## src/rtl/core/pkwra_pkg.sv

```systemverilog
// shared types and constants of the per-key window rate alarm
// no dependencies; used by every module of the block but pkwra_ram
`timescale 1ns / 1ps

package pkwra_pkg;

  localparam int unsigned KEY_W   = 32;
  localparam int unsigned TIME_W  = 64;
  localparam int unsigned COUNT_W = 32;
  localparam int unsigned CFG_W   = 32;
  localparam int unsigned CFG_IDX_W = 1;

  localparam logic [CFG_IDX_W-1:0] CFG_RATE_THRESHOLD = 1'b0;
  localparam logic [CFG_IDX_W-1:0] CFG_WINDOW_NS      = 1'b1;

  localparam logic [CFG_W-1:0]   RESET_THRESHOLD = 32'd100;
  localparam logic [CFG_W-1:0]   RESET_WINDOW    = 32'd1000000000;
  localparam logic [COUNT_W-1:0] COUNT_MAX       = 32'hFFFF_FFFF;
  localparam logic [COUNT_W-1:0] COUNT_ONE       = 32'd1;

  typedef struct packed {
    logic [KEY_W-1:0]  event_key;
    logic [TIME_W-1:0] event_time;
  } event_t;

  typedef struct packed {
    logic [KEY_W-1:0]   alarm_key;
    logic [COUNT_W-1:0] alarm_count;
  } alarm_t;

  // one table row as stored in the entry memory
  typedef struct packed {
    logic [KEY_W-1:0]   key;
    logic [TIME_W-1:0]  start;
    logic [COUNT_W-1:0] count;
  } entry_t;

  typedef struct packed {
    logic [CFG_W-1:0] rate_threshold;
    logic [CFG_W-1:0] window_ns;
  } cfg_t;

  typedef enum logic [1:0] {
    ST_IDLE,
    ST_SCAN,
    ST_UPDATE,
    ST_INSERT
  } state_e;

endpackage

```

## src/rtl/core/pkwra_cfg.sv

```systemverilog
// configuration registers: rate threshold and window length
// depends on pkwra_pkg
`timescale 1ns / 1ps

module pkwra_cfg (
  input  logic                           clk_i,
  input  logic                           rst_ni,
  input  logic                           cfg_we_i,
  input  logic [pkwra_pkg::CFG_IDX_W-1:0] cfg_idx_i,
  input  logic [pkwra_pkg::CFG_W-1:0]     cfg_wdata_i,
  output pkwra_pkg::cfg_t                 cfg_o
);

  pkwra_pkg::cfg_t cfg_q, cfg_d;

  always_comb begin
    cfg_d = cfg_q;
    if (cfg_we_i) begin
      case (cfg_idx_i)
        pkwra_pkg::CFG_RATE_THRESHOLD: cfg_d.rate_threshold = cfg_wdata_i;
        pkwra_pkg::CFG_WINDOW_NS:      cfg_d.window_ns      = cfg_wdata_i;
        default: cfg_d = cfg_q;
      endcase
    end
  end

  always_ff @(posedge clk_i or negedge rst_ni) begin
    if (!rst_ni) begin
      cfg_q.rate_threshold <= pkwra_pkg::RESET_THRESHOLD;
      cfg_q.window_ns      <= pkwra_pkg::RESET_WINDOW;
    end else begin
      cfg_q <= cfg_d;
    end
  end

  assign cfg_o = cfg_q;

endmodule

```

## config.mk

```make
export PLATFORM = sky130hd
export DESIGN_NAME = pkwra_cfg
export DESIGN_NICKNAME = d
export VERILOG_FILES = /design/src/rtl/core/pkwra_pkg.sv /design/src/rtl/core/pkwra_cfg.sv
export SDC_FILE = /design/constraint.sdc
export NUM_CORES = 1
export LEC_CHECK = 0
export ABC_AREA = 0
export ABC_CLOCK_PERIOD_IN_PS = 800
export BUFFER_PORTS_ARGS = -buffer_cell sky130_fd_sc_hd__buf_2
export CORE_ASPECT_RATIO = 0.8
export CORE_UTILIZATION = 43
export CTS_CLUSTER_DIAMETER = 50
export DETAILED_ROUTE_END_ITERATION = 12
export PLACE_DENSITY = 0.75
export SLEW_MARGIN = 40
export SYNTH_ARGS = -nofsm -noshare
export SYNTH_HDL_FRONTEND = slang
export SYNTH_SLANG_ARGS = --single-unit
```

## constraint.sdc

```tcl
create_clock -name clk_i -period 0.8 [get_ports clk_i]
set_input_delay 0.2 -clock clk_i [delete_from_list [all_inputs] [get_ports clk_i]]
set_output_delay 0.2 -clock clk_i [all_outputs]
set_load 0.02 [all_outputs]
```

==> flow_summary.json <==
{
  "timing.rr.start": "cfg_o[47]",
  "wl_met1_mm": 2.68,
  "cp_data_arrival_time_ns": 1.01,
  "synth_cell_types": 9,
  "area_delta_synth_final_pct": 83.7,
  "n_fill_cell": 286,
  "cp_max_fo": 2,
  "switching_share": 0.287,
  "grt_pass1_wl_mm": 10.4,
  "die_width_um": 86.3,
  "io_buffers": 99,
  "clk-insertion-delay-late_ns": 0.34,
  "r2r_slack_ns": -0.12,
  "whs_endpoint": "cfg_o[24]",
  "p_leak_nw": 2.22,
  "tightestPinTransition_ns": 0.179,
  "dr_total_vias": 1732,
  "min_path_cells": 2,
  "critical_path.startpoint_type": "flop",
  "route.top_layer_used": "met4",
  "clockPowerShare": 0.242,
  "relSlewSlack": 0.880,
  "globalplace.congestion": 0.685,
  "drt_pass1_iterations": 4,
  "num-nets-final": 330,
  "wl_met3_um": 349,
  "fin_ws_ns": -0.410,
  "layout.area.seq_um2": 1640,
  "yosys-top-cells-count": "mux2_2 (56), dfrtp_1 (48), dfstp_2 (16)",
  "seqPwrFrac": 0.414,
  "critPathSlowestCell": "dfstp_2",
  "wl_met2_mm": 3.64,
  "routed_wl_mm": 6.69,
  "hp-start": "cfg_wdata_i[24]",
  "dp_hpwl_mm": 3.63,
  "timing.fmax_mhz": 827,
  "row_count": 24,
  "syn_nets": 173,
  "hold_violations": 0,
  "synthFlopType": "dfrtp_1",
  "crit_type": "reg2out",
  "final-instance-count-excl-fill": 377,
  "ys_ff_latch": 64,
  "die_h_um": 69.5,
  "yosys_warnings": 0,
  "avgSynthCellArea_um2": 17.9,
  "drv_slew": 0,
  "finalCritPeriodShare": 1.51,
  "rr_worst_depth": 2,
  "grt_max_degree": 35,
  "numCtsBuffers": 9,
  "num_io_pins": 100,
  "synth.area.top_cells": "dfrtp_1 (49%), mux2_2 (26%), dfstp_2 (17%), mux2_4 (4.9%), buf_6 (1.4%)",
  "postRouteAntennaNets": 0,
  "multiInputGateArea_um2": 991,
  "clk_pin_slew_ns": 0.07,
  "min_period_ns": 1.21,
  "num_antenna_cells": 0,
  "status": "complete, but fails checks",
  "p_int_w": 0.00733,
  "comb_power_share": 0.344,
  "drive_above_1_share": 0.880,
  "synth_top_area_share": 0.491,
  "htreeDepth": 3,
  "cpPeakStageDelay_ns": 0.55,
  "setup_viol": 108,
  "finalClockSkew_ns": 0,
  "grt_pass1_vias": 1933,
  "start_util": 0.448,
  "largest_register_ffs": 64,
  "placed_area_um2": 3380,
  "worstSetupStartpoint": "cfg_o[23]",
  "place_inst": 316,
  "viasPerCell": 4.59,
  "seq_area_frac_synth": 0.663,
  "synth_area_um2": 2450,
  "cts_sinks": 64,
  "overflow": 0,
  "cap_violations": 0,
  "cts_tree": "done",
  "yosysMostFrequentCell": "mux2_2",
  "worstPathCellList": "buf_6",
  "synth_edf_count": 0,
  "rsz0062_at_grt": "yes",
  "fin_util": 0.822,
  "track_usage": 0.242,
  "hp-class": "in2reg",
  "wl_per_cell_um": 17.7,
  "cts_buffer_depth": 2,
  "synth_area_leader_cell": "dfrtp_1",
  "p_switching_w": 0.00296,
  "die-area_um2": 6000,
  "synthCells": 137,
  "path_delay_family": "flip-flops",
  "drc": 0,
  "ir_worst_vdd_uv": 1460,
  "final_cell_area_um2": 4490,
  "antenna_found_initial": 0,
  "r2r_end": "cfg_o[47]",
  "drt-initial-drc-count": 40,
  "crit_required_ns": 0.60,
  "holdWs_ns": 0.0994,
  "core_um2": 5470,
  "cts_root_buf": "clkbuf_8",
  "violations": "setup timing",
  "ys_async_sr_fraction": 1.00,
  "powerDensity_nw_per_um2": 2290,
  "worst-path-buf-inv": 1,
  "endpoint_kind": "primary output"
}
-- placed cells by master, fill, tap and decap left out --
cell and instances:
clkinvlp_4 1, nor2b_4 1, mux2_2 1, dlygate4sd3_1 1
clkbuf_8 11, mux2_4 63, nand2_8 1, dfrtp_2 15
buf_2 33, buf_12 8, buf_16 2, dfrtp_1 33
buf_6 101, clkbuf_1 2, dfstp_2 16, clkinv_2 2
buf_4 8
-- cell type report --
class / count / area share
flip-flops and latches: 64 / 0.365
repair buffers: 153 / 0.353
multi-input cells: 66 / 0.221
clock buffers: 13 / 0.0354
well taps: 78 / 0.0217
clock inverters: 3 / 0.00390
-- worst max path at each step --
stage / end / slack (ns) / cells after the start
2_1_floorplan: cfg_o[32] / -0.20 / 4
3_3_place_gp: cfg_o[43] / -0.40 / 4
3_5_place_dp: cfg_o[40] / -0.43 / 4
4_1_cts: cfg_o[19] / -0.42 / 1
5_1_grt: cfg_o[23] / -0.46 / 1
6_report: cfg_o[23] / -0.41 / 1
-- logic make-up after synthesis --
family	synth area share
multiplexers	0.307
AND/OR/NAND/NOR	0.00409
buffers and inverters	0.0261
flip-flops	0.663
-- per-layer routing --
layer,vias up,global-route usage
li1,791,-
met1,883,0.294
met2,56,0.399
met3,2,0.0929
met4,0,0.0685
met5,-,0
-- repair_timing --
item / 4_1_cts / 5_1_grt
buffers inserted: 38 / 23
cloned: 3 / 0
resized for setup: 144 / 34
hold buffers: 1 / 0
hold endpoints to repair: 48 / 0
endpoints found under the setup margin: 91 / 110
-- per-stage QoR --
stage | worst slack (ns) | total power [W] | setup TNS, ns
after floorplan | -0.201 | 0.00561 | -6.89
after global placement | -0.398 | 0.00639 | -22.72
after detailed placement | -0.430 | 0.00644 | -23.50
after CTS | -0.425 | 0.0101 | -23.32
after global routing | -0.460 | 0.0108 | -27.06
final | -0.410 | 0.0103 | -23.44
-- power by group through the flow --
stage / sequential (W) / combinational, W / clock [W]
floorplan: 0.00474 / 0.000871 / 0
global placement: 0.00414 / 0.00225 / 0
detailed placement: 0.00413 / 0.00230 / 0
CTS: 0.00420 / 0.00335 / 0.00256
global route: 0.00431 / 0.00371 / 0.00274
finish: 0.00426 / 0.00354 / 0.00249
Note: power is estimated with default switching activity, not from simulation.
